## config.mk

```make
export PLATFORM = sky130hd
export DESIGN_NAME = hex_literal_bit_reverser_unit_flat
export DESIGN_NICKNAME = d
export VERILOG_FILES = /design/src/rtl/core/hlbr_pkg.sv /design/src/rtl/core/hlbr_in_if.sv /design/src/rtl/core/hlbr_out_if.sv /design/src/rtl/core/hlbr_scan.sv /design/src/rtl/core/hlbr_fifo.sv /design/src/rtl/core/hex_literal_bit_reverser_unit.sv /design/src/flat_wrapper.sv
export VERILOG_INCLUDE_DIRS = /design/src /design/src/rtl/core
export SDC_FILE = /design/constraint.sdc
export NUM_CORES = 1
export LEC_CHECK = 0
export BUFFER_PORTS_ARGS = -buffer_cell sky130_fd_sc_hd__buf_2
export CORE_UTILIZATION = 45
export CTS_BUF_LIST = sky130_fd_sc_hd__clkbuf_16
export DETAILED_ROUTE_END_ITERATION = 12
export PLACE_DENSITY_LB_ADDON = 0.2
export SLEW_MARGIN = 20
export SYNTH_ARGS = -nofsm -noshare
export SYNTH_HDL_FRONTEND = slang
export SYNTH_HIERARCHICAL = 1
export SYNTH_SLANG_ARGS = --single-unit
export TNS_END_PERCENT = 100
```

## constraint.sdc

```tcl
create_clock -name i_clk -period 4.4 [get_ports i_clk]
set_input_delay 0.44 -clock i_clk [delete_from_list [all_inputs] [get_ports i_clk]]
set_output_delay 0.44 -clock i_clk [all_outputs]
set_load 0.01 [all_outputs]
```

## src/rtl/core/hex_literal_bit_reverser_unit_assert.svh

```systemverilog
// Assertion macros for the hex literal bit reverser unit.
// Used by the top level; no dependencies.
`ifndef HEX_LITERAL_BIT_REVERSER_UNIT_ASSERT_SVH
`define HEX_LITERAL_BIT_REVERSER_UNIT_ASSERT_SVH

// Implication checked in the same cycle.
`define HLBR_ASSERT_NOW(lbl, clk, rst_n, ante, cons, msg) \
    lbl: assert property (@(posedge clk) disable iff (!rst_n) (ante) |-> (cons)) \
        else $error(msg);

// Implication checked in the next cycle.
`define HLBR_ASSERT_NEXT(lbl, clk, rst_n, ante, cons, msg) \
    lbl: assert property (@(posedge clk) disable iff (!rst_n) (ante) |=> (cons)) \
        else $error(msg);

`endif

```

## src/rtl/core/hlbr_pkg.sv

```systemverilog
// Shared types, constants and helper functions of the hex literal bit reverser.
// No dependencies.
package hlbr_pkg;

    localparam int unsigned FIFO_DEPTH = 4;
    localparam int unsigned FIFO_AW    = $clog2(FIFO_DEPTH);
    localparam int unsigned FIFO_CW    = $clog2(FIFO_DEPTH + 1);

    localparam logic [7:0] CHAR_ZERO  = 8'h30;
    localparam logic [7:0] CHAR_NINE  = 8'h39;
    localparam logic [7:0] CHAR_UA    = 8'h41;
    localparam logic [7:0] CHAR_UF    = 8'h46;
    localparam logic [7:0] CHAR_LA    = 8'h61;
    localparam logic [7:0] CHAR_LF    = 8'h66;
    localparam logic [7:0] CHAR_LX    = 8'h78;
    localparam logic [3:0] NIB_MASK   = 4'hF;
    localparam logic [3:0] LETTER_OFS = 4'd9;

    localparam logic [7:0] HEX_DIGITS [16] = '{
        8'h30, 8'h31, 8'h32, 8'h33, 8'h34, 8'h35, 8'h36, 8'h37,
        8'h38, 8'h39, 8'h41, 8'h42, 8'h43, 8'h44, 8'h45, 8'h46
    };

    typedef enum logic [1:0] {
        PH_IDLE   = 2'd0,
        PH_ZERO   = 2'd1,
        PH_FIRST  = 2'd2,
        PH_SECOND = 2'd3
    } t_phase;

    typedef struct packed {
        logic [7:0] out_char;
        logic       last_of_run;
    } t_out_item;

    typedef struct packed {
        logic [1:0] count;
        t_out_item  item0;
        t_out_item  item1;
    } t_scan_res;

    typedef struct packed {
        logic       ok;
        logic [3:0] nib;
    } t_hex;

    function automatic t_hex hex_value(input logic [7:0] c);
        t_hex h;
        h.ok  = 1'b0;
        h.nib = 4'd0;
        if (c >= CHAR_ZERO && c <= CHAR_NINE) begin
            h.ok  = 1'b1;
            h.nib = c[3:0];
        end else if ((c >= CHAR_UA && c <= CHAR_UF) || (c >= CHAR_LA && c <= CHAR_LF)) begin
            h.ok  = 1'b1;
            h.nib = (c[3:0] + LETTER_OFS) & NIB_MASK;
        end
        return h;
    endfunction

    function automatic logic [7:0] reverse_byte(input logic [7:0] v);
        logic [7:0] r;
        for (int i = 0; i < 8; i++) begin
            r[i] = v[7 - i];
        end
        return r;
    endfunction

endpackage

```

## src/rtl/core/hlbr_in_if.sv

```systemverilog
// Request channel carrying one input character.
// No dependencies.
interface hlbr_in_if;
    logic       valid;
    logic       ready;
    logic [7:0] in_char;

    modport source (output valid, output in_char, input ready);
    modport sink   (input valid, input in_char, output ready);
endinterface

```

## src/rtl/core/hlbr_out_if.sv

```systemverilog
// Request channel carrying one output character and its last-of-run flag.
// No dependencies.
interface hlbr_out_if;
    logic       valid;
    logic       ready;
    logic [7:0] out_char;
    logic       last_of_run;

    modport source (output valid, output out_char, output last_of_run, input ready);
    modport sink   (input valid, input out_char, input last_of_run, output ready);
endinterface

```

## src/rtl/core/hlbr_scan.sv

```systemverilog
// Prefix scanner: phase state plus decode of 0, 1 or 2 results per character.
// Depends on hlbr_pkg.
module hlbr_scan (
    input  logic                i_clk,
    input  logic                i_rst_n,
    input  logic                i_fire,
    input  logic [7:0]          i_char,
    output hlbr_pkg::t_scan_res o_res
);
    import hlbr_pkg::*;

    t_phase     r_phase, n_phase;
    logic [3:0] r_high, n_high;
    logic [7:0] r_held, n_held;
    t_hex       w_hex;
    logic [7:0] w_rev;

    always_ff @(posedge i_clk) begin
        if (!i_rst_n) begin
            r_phase <= PH_IDLE;
            r_high  <= 4'd0;
            r_held  <= 8'd0;
        end else if (i_fire) begin
            r_phase <= n_phase;
            r_high  <= n_high;
            r_held  <= n_held;
        end
    end

    always_comb begin
        w_hex   = hex_value(i_char);
        w_rev   = reverse_byte({r_high, w_hex.nib});
        n_phase = r_phase;
        n_high  = r_high;
        n_held  = r_held;
        o_res.count             = 2'd1;
        o_res.item0.out_char    = i_char;
        o_res.item0.last_of_run = 1'b1;
        o_res.item1.out_char    = i_char;
        o_res.item1.last_of_run = 1'b1;
        unique case (r_phase)
            PH_IDLE: begin
                if (i_char == CHAR_ZERO) begin
                    n_phase = PH_ZERO;
                end
            end
            PH_ZERO: begin
                n_phase = (i_char == CHAR_LX) ? PH_FIRST : PH_IDLE;
            end
            PH_FIRST: begin
                if (w_hex.ok) begin
                    n_high      = w_hex.nib;
                    n_held      = i_char;
                    n_phase     = PH_SECOND;
                    o_res.count = 2'd0;
                end else begin
                    n_phase = PH_IDLE;
                end
            end
            PH_SECOND: begin
                n_phase                 = PH_IDLE;
                o_res.count             = 2'd2;
                o_res.item0.last_of_run = 1'b0;
                if (w_hex.ok) begin
                    o_res.item0.out_char = HEX_DIGITS[w_rev[7:4]];
                    o_res.item1.out_char = HEX_DIGITS[w_rev[3:0]];
                end else begin
                    o_res.item0.out_char = r_held;
                end
            end
            default: begin
                n_phase = PH_IDLE;
            end
        endcase
    end
endmodule

```

## src/rtl/core/hlbr_fifo.sv

```systemverilog
// Result queue: takes up to two items per cycle, releases one per cycle.
// Depends on hlbr_pkg.
module hlbr_fifo (
    input  logic                       i_clk,
    input  logic                       i_rst_n,
    input  logic                       i_push,
    input  hlbr_pkg::t_scan_res        i_res,
    input  logic                       i_pop,
    output logic                       o_room,
    output logic                       o_valid,
    output hlbr_pkg::t_out_item        o_item,
    output logic [hlbr_pkg::FIFO_CW-1:0] o_count
);
    import hlbr_pkg::*;

    t_out_item            r_mem [FIFO_DEPTH];
    logic [FIFO_AW-1:0]   r_wr, n_wr;
    logic [FIFO_AW-1:0]   r_rd, n_rd;
    logic [FIFO_CW-1:0]   r_count, n_count;
    logic [FIFO_CW-1:0]   w_push_n;
    logic [FIFO_AW-1:0]   w_wr1;

    always_comb begin
        w_push_n = i_push ? FIFO_CW'(i_res.count) : '0;
        w_wr1    = r_wr + FIFO_AW'(1);
        n_wr     = r_wr + FIFO_AW'(w_push_n);
        n_rd     = i_pop ? r_rd + FIFO_AW'(1) : r_rd;
        n_count  = r_count + w_push_n - (i_pop ? FIFO_CW'(1) : FIFO_CW'(0));
    end

    always_ff @(posedge i_clk) begin
        if (!i_rst_n) begin
            r_wr    <= '0;
            r_rd    <= '0;
            r_count <= '0;
        end else begin
            r_wr    <= n_wr;
            r_rd    <= n_rd;
            r_count <= n_count;
        end
    end

    always_ff @(posedge i_clk) begin
        if (w_push_n != '0) begin
            r_mem[r_wr] <= i_res.item0;
        end
        if (w_push_n == FIFO_CW'(2)) begin
            r_mem[w_wr1] <= i_res.item1;
        end
    end

    assign o_room  = (r_count <= FIFO_CW'(FIFO_DEPTH - 2));
    assign o_valid = (r_count != '0);
    assign o_item  = r_mem[r_rd];
    assign o_count = r_count;
endmodule

```

## src/rtl/core/hex_literal_bit_reverser_unit.sv

```systemverilog
// Hex literal bit reverser: top level joining the scanner and the result queue.
// Depends on hlbr_pkg, hlbr_in_if, hlbr_out_if, hlbr_scan, hlbr_fifo and the assert header.
//
// Usage:
//   i_in_ch  carries one ASCII character per request (valid/ready).
//   o_out_ch carries output characters; last_of_run marks the final character
//   caused by one input character. A held first digit of a "0x" literal gives
//   no output; the second digit gives two (the bit-reversed byte in uppercase hex).
//   An output character is offered from the registered result queue once the
//   results ahead of it are taken. Throughput: one input per cycle while the
//   sink keeps up; the output side moves one character per cycle, so inputs that
//   cause two characters are taken more slowly. The single output channel sets this limit.
//   Input ready stays high while the queue has room for two more characters,
//   so inputs are taken while earlier results still wait at the output.
//   Receiver stall: results stay queued and input ready drops once the queue
//   cannot take two more characters.
//   Reset: synchronous, active low; scanner returns to idle, queue empties.
`include "hex_literal_bit_reverser_unit_assert.svh"
module hex_literal_bit_reverser_unit (
    input  logic        i_clk,
    input  logic        i_rst_n,
    hlbr_in_if.sink     i_in_ch,
    hlbr_out_if.source  o_out_ch
);
    import hlbr_pkg::*;

    logic                w_accept;
    logic                w_pop;
    t_scan_res           w_res;
    t_out_item           w_item;
    logic                w_room;
    logic                w_valid;
    logic [FIFO_CW-1:0]  w_count;

    assign w_accept = i_in_ch.valid && i_in_ch.ready;
    assign w_pop    = o_out_ch.valid && o_out_ch.ready;

    hlbr_scan u_scan (
        .i_clk   (i_clk),
        .i_rst_n (i_rst_n),
        .i_fire  (w_accept),
        .i_char  (i_in_ch.in_char),
        .o_res   (w_res)
    );

    hlbr_fifo u_fifo (
        .i_clk   (i_clk),
        .i_rst_n (i_rst_n),
        .i_push  (w_accept),
        .i_res   (w_res),
        .i_pop   (w_pop),
        .o_room  (w_room),
        .o_valid (w_valid),
        .o_item  (w_item),
        .o_count (w_count)
    );

    assign i_in_ch.ready        = w_room;
    assign o_out_ch.valid       = w_valid;
    assign o_out_ch.out_char    = w_item.out_char;
    assign o_out_ch.last_of_run = w_item.last_of_run;

    `HLBR_ASSERT_NOW(a_count_bound, i_clk, i_rst_n, 1'b1,
        w_count <= FIFO_CW'(FIFO_DEPTH), "result queue overflow")
    `HLBR_ASSERT_NEXT(a_push_count, i_clk, i_rst_n, w_accept && !w_pop,
        w_count == FIFO_CW'($past(w_count) + FIFO_CW'($past(w_res.count))),
        "queue count does not match pushed results")
    `HLBR_ASSERT_NEXT(a_pop_count, i_clk, i_rst_n, w_pop && !w_accept,
        w_count == FIFO_CW'($past(w_count) - FIFO_CW'(1)),
        "queue count does not drop on pop")
    `HLBR_ASSERT_NOW(a_pair_flags, i_clk, i_rst_n, w_accept && w_res.count == 2'd2,
        !w_res.item0.last_of_run && w_res.item1.last_of_run,
        "two-result input has wrong last flags")
endmodule
```

## src/flat_wrapper.sv

```systemverilog
// flat-port wrapper written by rule: the top's interface ports become plain ports
module hex_literal_bit_reverser_unit_flat import hlbr_pkg::*;
  (i_clk, i_rst_n, i_in_ch_valid, i_in_ch_in_char, i_in_ch_ready, o_out_ch_valid, o_out_ch_out_char, o_out_ch_last_of_run, o_out_ch_ready);
  hlbr_in_if i_in_ch_i ();
  hlbr_out_if o_out_ch_i ();
  input  logic i_clk;
  input  logic i_rst_n;
  input wire logic [$bits(i_in_ch_i.valid)-1:0] i_in_ch_valid;
  input wire logic [$bits(i_in_ch_i.in_char)-1:0] i_in_ch_in_char;
  output wire logic [$bits(i_in_ch_i.ready)-1:0] i_in_ch_ready;
  output wire logic [$bits(o_out_ch_i.valid)-1:0] o_out_ch_valid;
  output wire logic [$bits(o_out_ch_i.out_char)-1:0] o_out_ch_out_char;
  output wire logic [$bits(o_out_ch_i.last_of_run)-1:0] o_out_ch_last_of_run;
  input wire logic [$bits(o_out_ch_i.ready)-1:0] o_out_ch_ready;
  assign i_in_ch_i.valid = i_in_ch_valid;
  assign i_in_ch_i.in_char = i_in_ch_in_char;
  assign i_in_ch_ready = i_in_ch_i.ready;
  assign o_out_ch_valid = o_out_ch_i.valid;
  assign o_out_ch_out_char = o_out_ch_i.out_char;
  assign o_out_ch_last_of_run = o_out_ch_i.last_of_run;
  assign o_out_ch_i.ready = o_out_ch_ready;
  hex_literal_bit_reverser_unit u_core (.i_clk(i_clk), .i_rst_n(i_rst_n), .i_in_ch(i_in_ch_i), .o_out_ch(o_out_ch_i));
endmodule
```

Word-level counts from Yosys, hierarchy flattened
Memories as Yosys holds them, arrays and structs flattened. A register that Yosys moved wholly into a read port is not among the register bits.
Cells that the tools add are included.
Storage, ports and cells
  bits in registers: 21
  RAM bits: 36
  output and inout port bits: 11
  input port bits: 12
  memories: 3
  word-level logic and storage cells: 67
  memory bits (read-only): 256
Cells by class
  eq/ne operators: 7
  order comparisons: 9
  bitwise logic cells: 2
  mux-type cells: 23
  add/subtract/negate cells: 6
  reductions and logical operators: 11
Memories
  (no name shown): words 16, width 8, read ports 1, clocked after Yosys merged registers in 0, wr ports 0, line hlbr_scan.sv:66  | o_res.item1.out_char = HEX_DIGITS[w_rev[3:0]];
  (no name shown): words 16, width 8, read ports 1, clocked after Yosys merged registers in 0, wr ports 0, line hlbr_scan.sv:65  | o_res.item0.out_char = HEX_DIGITS[w_rev[7:4]];
  u_core.u_fifo.r_mem: words 4, width 9, read ports 1, clocked after Yosys merged registers in 1, wr ports 2, line hlbr_fifo.sv:16  | t_out_item r_mem [FIFO_DEPTH];
Operators by type and width (count)
  8-bit two-way mux: 6
  17-bit two-way mux: 1
  8-bit by 7-bit >= comparator with 1-bit output, second input constant: 2
  8-bit by 7-bit less-or-equal comparator with 1-bit output, second input constant: 2
  2-bit two-way mux: 6
  5-bit >= comparator, second input constant: 2
  5-bit two-way mux: 2
  4-bit inverter with 5-bit output: 2
  8-bit by 6-bit equality test with 1-bit output, second input constant: 1
  8-bit by 7-bit equality test with 1-bit output, second input constant: 1
  8-bit by 6-bit >= comparator with 1-bit output, second input constant: 1
  8-bit by 6-bit less-or-equal comparator with 1-bit output, second input constant: 1
  2-bit case mux with 4 select lines: 1
  1-bit two-way mux: 6
  3-bit nonzero test: 2
  1-bit logical AND: 5
  2-bit by 1-bit adder with 2-bit output, second input constant: 2
  4-bit adder, second input constant: 1
  2-bit equality test, second input constant: 2
  2-bit case mux with 2 select lines: 1
  3-bit adder: 1
  3-bit by 2-bit equality test with 1-bit output, second input constant: 1
  3-bit by 2-bit less-or-equal comparator with 1-bit output, second input constant: 1
  3-bit AND reduction: 1
  7 further kinds: 7

Logic depth before layout (Yosys ltp)
Gate-level depths: netlist of run 1.
  depth after elaboration: 11
  gate-level depth with buffers: 15
  gate-level depth less buffers: 14

Modules after synthesis
The synthesis of run 1 kept the hierarchy.
By module, submodules not included
  hlbr_fifo: seq. area each 1261.2 um^2, area each 2265.9 um^2, instances 1, cells each 142
  hlbr_scan: seq. area each 280.3 um^2, area each 1390.1 um^2, instances 1, cells each 181
  hex_literal_bit_reverser_unit: seq. area each 0.0 um^2, area each 12.5 um^2, instances 1, cells each 2

Worst setup path after synthesis of run 1
No wires, ideal clock.
  path kind: input-to-reg
  start: input i_in_ch_in_char[0]
  end: memory u_core/u_fifo/r_mem[0][2] in the netlist's numbering (data pin)
  path buffers: 3
  stages: 15
  required time: 4.140 ns
  slack: 0.704 ns
  library setup time: 0.260 ns
  arrival time: 3.436 ns
  cells stage by stage: clkbuf_1 -> clkinv_1 -> ha_1 -> o21ba_2 -> o21a_1 -> buf_6 -> nor2_2 -> buf_2 -> nor2_1 -> ha_1 -> nor2b_1 -> a2111oi_0 -> o32a_1 -> o221ai_1 -> mux2_2
RTL lines
  start: declaration: line flat_wrapper.sv:9  | input wire logic [$bits(i_in_ch_i.in_char)-1:0] i_in_ch_in_char;
  end: declaration: line hlbr_fifo.sv:16

==> run_results.csv, run 1 <==
group,metric,value,unit
cts,cts_max_path_buffers,2,
placed_design,place.detailed.hpwl,5.671,mm
cts,numCtsBuffers,9,
setup_path,worstSetupEndpointType,"flop",
logic_synthesis,synth_top_area_share,29.47,%
sta,slew_violations,0,
setup_path,start_kind,"primary input",
logic_synthesis,yosysWarnings,6,
grt,grt_pass1_vias,2505,
placed_design,numPortBuffers,22,
grt,grt_pass1_wl,13.04,mm
grt,grtUsageMet2,33.89,%
placed_design,dp_cells,438,
die,die_w,92.29,um
routing,wl,8.212,mm
setup_path,worstReg2RegEnd,"u_core/u_fifo/r_mem[3][4]",
power,total_power,1.824,mW
logic_synthesis,synth.distinct_cells,61,
die,dieArea,8517,um2
sta,rsz0062_at_grt,"no",
cts,cts-root-buf,"clkbuf_16",
placed_design,post-place-ws,0.5299,ns
setup_path,critPathMaxFanout,11,
logic_synthesis,synth_nets,349,
placed_design,finalWeightedCongestion,0.8880,
cts,clock_latency,0.33,ns
cts,postCtsHoldBufs,0,
cts,cts_resized,0,
cells_and_area,nNetsFinal,371,
power,power-per-cell-area,437.1,nW/um2
cts,cts_sinks,59,
grt,grt_use_met3,5.419,%
routing,drc,0,
hold_path,min_from,"u_core/u_scan/r_held[7]",
sta,fmax,277.6,MHz
sta,clock_skew,0.005885,ns
logic_synthesis,yosysTopAreaCell,"edfxtp_1",
sta,relSlewSlack,37.60,%
sta,setup_tns,0,ns
cts,cts.htree.levels,3,
routing,postRouteAntennaNets,0,
cts,cts_tree,"yes",
die,core-area,7807,um2
cts,path_clk_slew,0.05,ns
setup_path,critPathLaunch,"i_in_ch_in_char[0]",
sta,finalSetupViolCount,0,
logic_synthesis,syn-cell-area,3669,um2
grt,track_usage,20.38,%
sta,tightest_slew,0.9360,ns
cells_and_area,area_delta_synth_final,13.71,%
power,p_leak,1.510,nW
setup_path,timing.critical_path.to,"u_core/u_fifo/r_mem[0][2]",
grt,use_met1,26.50,%
cells_and_area,final_common_cell,"edfxtp_1",
sta,postLayoutSetupSlackWorst,0.7979,ns
routing,dr.pass1.iters,4,
setup_path,arrival,3.68,ns
power,ir_drop,0.2467,mV
cells_and_area,drive_gt1_share,28.69,%
sta,hold_viol_final,0,
routing,routed-via-count,2599,
die,rows,32,
logic_synthesis,ys_top_cells_by_area,"edfxtp_1 (29%), dfxtp_1 (13%), mux2_2 (8.6%)",
routing,drt_iter0_drc,108,
cells_and_area,layout_common_cells,"edfxtp_1 (36), mux2_2 (28), nand2_1 (23), dfxtp_1 (23), buf_2 (22)",
logic_synthesis,avgSynthCellArea,11.29,um2
setup_path,crit_required,4.47,ns
job,maxCapViolCount,0,
cells_and_area,layout.cells.non_filler,454,
routing,via_per_inst,5.725,
setup_path,r2r_slack,1.70,ns
sta,period_needed,3.602,ns
setup_path,crit_type,"primary input to flop",
grt,antenna_found_initial,0,
grt,grt_max_degree,24,
setup_path,r2r.worst_path.cells,5,
logic_synthesis,async_flop_share,0,%
grt,globalRouteOverflowTotal,0,
setup_path,reg2reg_from,"u_core/u_scan/r_phase[1]",
grt,grt-busiest-layer,"met2",
logic_synthesis,postSynthRegisterBits,59,
cells_and_area,antenna_cells,0,
hold_path,hold_class,"flop to flop",
die,pin_count,23,
logic_synthesis,synth-main-ff-cell,"edfxtp_1",
status,status,"complete, no violations",
routing,wl_per_cell,18.09,um
logic_synthesis,ys_seq_area_share,42.02,%
logic_synthesis,synth_edf_count,36,
die,die_h,92.29,um
sta,timing.final.crit_share,81.87,%
cts,cts_setup_buffers,0,
die,start_util,46.99,%
logic_synthesis,synthCells,325,
[registers in the layout (all words and copies together) (netlist names), named ones only]
name / flops
u_core/u_fifo/r_rd: 2
u_core/u_scan/r_held: 8
u_core/u_fifo/r_wr: 2
u_core/u_scan/r_phase: 2
u_core/u_fifo/r_mem: 36
u_core/u_scan/r_high: 4
u_core/u_fifo/o_count: 3
[worst min path at each step]
stage                                         end  slack (ns)  cells after the start
after global placement    u_core/u_scan/r_held[7]        0.42                      2
final                     u_core/u_scan/r_held[7]        0.44                      2
after global routing      u_core/u_scan/r_held[7]        0.46                      2
after detailed placement  u_core/u_scan/r_held[7]        0.43                      2
after CTS                 u_core/u_scan/r_held[7]        0.44                      2
after floorplan           u_core/u_scan/r_held[7]        0.41                      2
[area by class of cell]
type | count | area, um2
Multi-Input combinational cell | 231 | 1967
Timing Repair Buffer | 27 | 147.6
Fill cell | 704 | 3636
Clock buffer | 9 | 225.2
Tap cell | 102 | 127.6
Inverter | 19 | 71.32
Sequential cell | 59 | 1541
Clock inverter | 7 | 91.34
[through the flow]
step           hold WS [ns]  area (um2)  util, %
4_1_cts              0.4399        4172    53.43
3_3_place_gp         0.4195        3855    49.38
5_1_grt              0.4585        4172    53.43
3_5_place_dp         0.4286        3855    49.38
2_1_floorplan        0.4099        3669        -
6_report             0.4396        4172    53.43
[routing by layer]
layer	routed length (um)	part of all wire, %
met1	3995	49
met5	0	0
met4	34	0.41
met2	3919	48
met3	262	3.2
[power breakdown]
group | switching, mW | internal, mW | total [mW]
logic | 0.184 | 0.191 | 0.375
registers | 0.0545 | 0.651 | 0.706
clock network | 0.249 | 0.494 | 0.743
[logic make-up after synthesis]
family / count (synthesis) / share of synthesized area, %
adder cells (fa/ha/maj): 12 / 4.297
AO/OA/AOI/OAI: 67 / 13.40
AND/OR/NAND/NOR: 87 / 13.44
other: 1 / 0.1022
buffers and inverters: 35 / 4.365
XOR/XNOR: 10 / 2.388
multiplexers: 54 / 19.99
flip-flops: 59 / 42.02
[synth_stat cells (all sizes together) (2+ instances only)]
cell type   n
a2111oi     2
a211oi      4
a21boi      3
a21o        2
a21oi       8
a22oi       2
a2bb2oi     2
and2       15
buf         7
clkbuf      9
dfxtp      23
edfxtp     36
ha         11
inv        18
mux2       37
mux2i       8
mux4        9
nand2      23
nand2b      5
nand3       5
nand4b      2
nor2       15
nor2b       8
nor3        2
nor4        2
o211a       3
o211ai      2
o21a        5
o21ai      15
o221ai      2
o22ai       4
o31ai       2
o32ai       3
or2         2
or3         3
xnor2       7
xor2        3
[critical path: stages]
cell	delay, ns
buf_2	0.21
clkinv_1	0.28
ha_1	0.32
o21ba_2	0.23
o21a_1	0.30
nor2_1	0.16
xnor2_1	0.17
nor2_1	0.07
ha_1	0.22
nor2b_1	0.13
a2111oi_0	0.40
o32a_1	0.20
o221ai_1	0.19
mux2_2	0.34
Note: power is estimated with default switching activity, not from simulation.
==> inputs of run 2 (changes only) <==
- clock period: 4.4 -> 3 ns (I/O delays scaled with it)
==> run 2 against run 1 <==
Effect of this change: hold slack worse by 0.10 ns; die area is the same; combinational power up 52%; clock skew grew 0.0017 ns; wire length fell by 4.1%; first-iteration DRC count down 4.6%; critical path type unchanged; largest cell class unchanged; largest power group unchanged; highest routed layer unchanged.
==> run_results.csv, run 2 (synthesis results as in run 1) <==
group,metric,value,unit
job,maxCapViolCount,0,
cts,clock_latency,0.32,ns
grt,track_usage,20.27,%
cts,cts_tree,"yes",
die,core-area,7807,um2
power,p_int,2.057,mW
sta,setup_tns,0,ns
grt,antenna_found_initial,0,
cts,path_clk_slew,0.05,ns
setup_path,arrival,2.76,ns
power,power-per-cell-area,613.9,nW/um2
placed_design,finalWeightedCongestion,0.8367,
routing,postRouteAntennaNets,0,
die,die_h,92.29,um
cells_and_area,area_delta_synth_final,22.07,%
die,rows,32,
grt,grt_pass1_wl,13.10,mm
cts,cts_resized,0,
hold_path,whs_path_depth,3,
routing,drc,0,
grt,grt_pass1_vias,2580,
cells_and_area,biggestRegsByFlops,"u_core/u_fifo/r_mem: 36 flops, u_core/u_scan/r_held: 8 flops, u_core/u_scan/r_high: 4 flops",
cells_and_area,drive_gt1_share,35.17,%
power,p_leak,1.681,nW
routing,routed-wl-met2,3.743,mm
routing,via_per_inst,5.462,
routing,wl_met3,263,um
sta,clock_skew,0.007609,ns
setup_path,start_kind,"primary input",
cells_and_area,nNetsFinal,400,
setup_path,r2r_slack,0.59,ns
setup_path,worstSetupEndpointType,"flop",
die,dieArea,8517,um2
cts,cts-root-buf,"clkbuf_16",
status,status,"complete, no violations",
die,die_w,92.29,um
sta,timing.final.crit_share,90.10,%
cells_and_area,final_util,57.36,%
sta,timing.hold.ws,0.3388,ns
hold_path,min_from,"i_in_ch_in_char[5]",
hold_path,hold_path_end,"u_core/u_scan/r_held[5]",
setup_path,crit_type,"primary input to flop",
cts,cts_sinks,59,
power,swShare,25.19,%
die,start_util,46.99,%
grt,globalRouteOverflowTotal,0,
sta,fmax,370.0,MHz
setup_path,crit_required,3.06,ns
sta,tightest_slew,0.9085,ns
power,clock_power_share,41.7,%
routing,top_layer_used,"met4",
sta,rsz0062_at_grt,"no",
placed_design,dp_cells,467,
routing,wl_met1,3.803,mm
cells_and_area,largest_register_ffs,36,
placed_design,numPortBuffers,22,
cts,numCtsBuffers,9,
hold_path,hold_class,"primary input to flop",
die,pin_count,23,
power,ir_drop,0.3108,mV
routing,drt_iter0_drc,103,
routing,wl_per_cell,16.30,um
power,switching_power,692.6,uW
setup_path,reg2reg_from,"u_core/u_fifo/o_count[0]",
setup_path,worstReg2RegEnd,"u_core/u_fifo/o_count[2]",
cts,cts_max_path_buffers,2,
setup_path,critPathMaxFanout,4,
cells_and_area,final_common_cell,"edfxtp_1",
sta,finalSetupViolCount,0,
routing,routed-via-count,2638,
cells_and_area,layout.cells.non_filler,483,
grt,grt_max_degree,24,
cells_and_area,antenna_cells,0,
setup_path,r2r.worst_path.cells,10,
sta,hold_viol_final,0,
cts,cts_setup_buffers,0,
power,pwr-share-seq,37.6,%
sta,relSlewSlack,39.21,%
sta,slew_violations,0,
routing,dr.pass1.iters,4,
power,combPwrFrac,20.8,%
placed_design,place.detailed.hpwl,5.665,mm
sta,period_needed,2.703,ns
routing,wl,7.874,mm
cts,cts.htree.levels,3,
cells_and_area,top_register,"u_core/u_fifo/r_mem",
cells_and_area,layout_common_cells,"edfxtp_1 (36), buf_4 (31), mux2_2 (28)",
cts,postCtsHoldBufs,0,
==> run 2: changes by cell type in the layout (fill, tap and decap cells not counted), moves of 2 or more <==
cell	before	now
o21ai_2	0	2
ha_1	11	9
ha_2	0	2
buf_4	5	31
buf_12	0	3
==> run 2: worst max-delay path by stage <==
| stage | from | to | slack, ns | depth (start not counted) |
|---|---|---|---|---|
| 2_1_floorplan | i_in_ch_in_char[0] | u_core/u_fifo/o_count[2] | 0.008 | 15 |
| 3_3_place_gp | i_in_ch_in_char[1] | u_core/u_fifo/o_count[2] | -0.03 | 15 |
| 3_5_place_dp | i_in_ch_in_char[1] | u_core/u_fifo/o_count[2] | -0.05 | 15 |
| 4_1_cts | i_in_ch_in_char[1] | u_core/u_fifo/o_count[2] | 0.30 | 15 |
| 5_1_grt | i_in_ch_in_char[1] | u_core/u_fifo/o_count[2] | 0.11 | 15 |
| 6_report | i_in_ch_in_char[0] | u_core/u_fifo/r_mem[3][2] | 0.30 | 13 |
==> run 2: critical path: stages <==
cell and delay (ns):
buf_2 0.13, ha_1 0.24, o21ba_4 0.25, o21a_1 0.18
nor2_1 0.11, xnor2_1 0.15, nor2_1 0.07, ha_2 0.20
nor2b_1 0.12, a2111oi_0 0.34, o32a_1 0.25, o221ai_2 0.12
mux2_2 0.29
==> run 2: area by class of cell <==
type	count	area, um2
Sequential cell	59	1541
Inverter	19	76.32
Tap cell	102	127.6
Clock inverter	7	107.6
Timing Repair Buffer	56	402.9
Clock buffer	9	225.2
Multi-Input combinational cell	231	1997
Fill cell	668	3329
==> run 2: metrics by stage <==
| step | total power, mW | cell area [um2] | setup WS (ns) |
|---|---|---|---|
| 2_1_floorplan | 1.441 | 3720 | 0.007722 |
| 3_3_place_gp | 1.620 | 4145 | -0.03106 |
| 3_5_place_dp | 1.628 | 4145 | -0.04796 |
| 4_1_cts | 2.779 | 4478 | 0.3016 |
| 5_1_grt | 2.883 | 4478 | 0.1062 |
| 6_report | 2.749 | 4478 | 0.2971 |
==> run 2: power groups by stage <==
stage | clock network [mW] | logic (mW) | registers, mW
5_1_grt | 1.20 | 0.633 | 1.05
3_3_place_gp | 0 | 0.572 | 1.05
3_5_place_dp | 0 | 0.574 | 1.05
2_1_floorplan | 0 | 0.447 | 0.994
4_1_cts | 1.16 | 0.579 | 1.04
6_report | 1.15 | 0.571 | 1.03
==> run 2: per-layer routing <==
layer	vias to the layer above	global-route usage, %
li1	1315	-
met2	50	32.59
met5	-	0
met3	5	4.187
met1	1268	27.56
met4	0	5.990
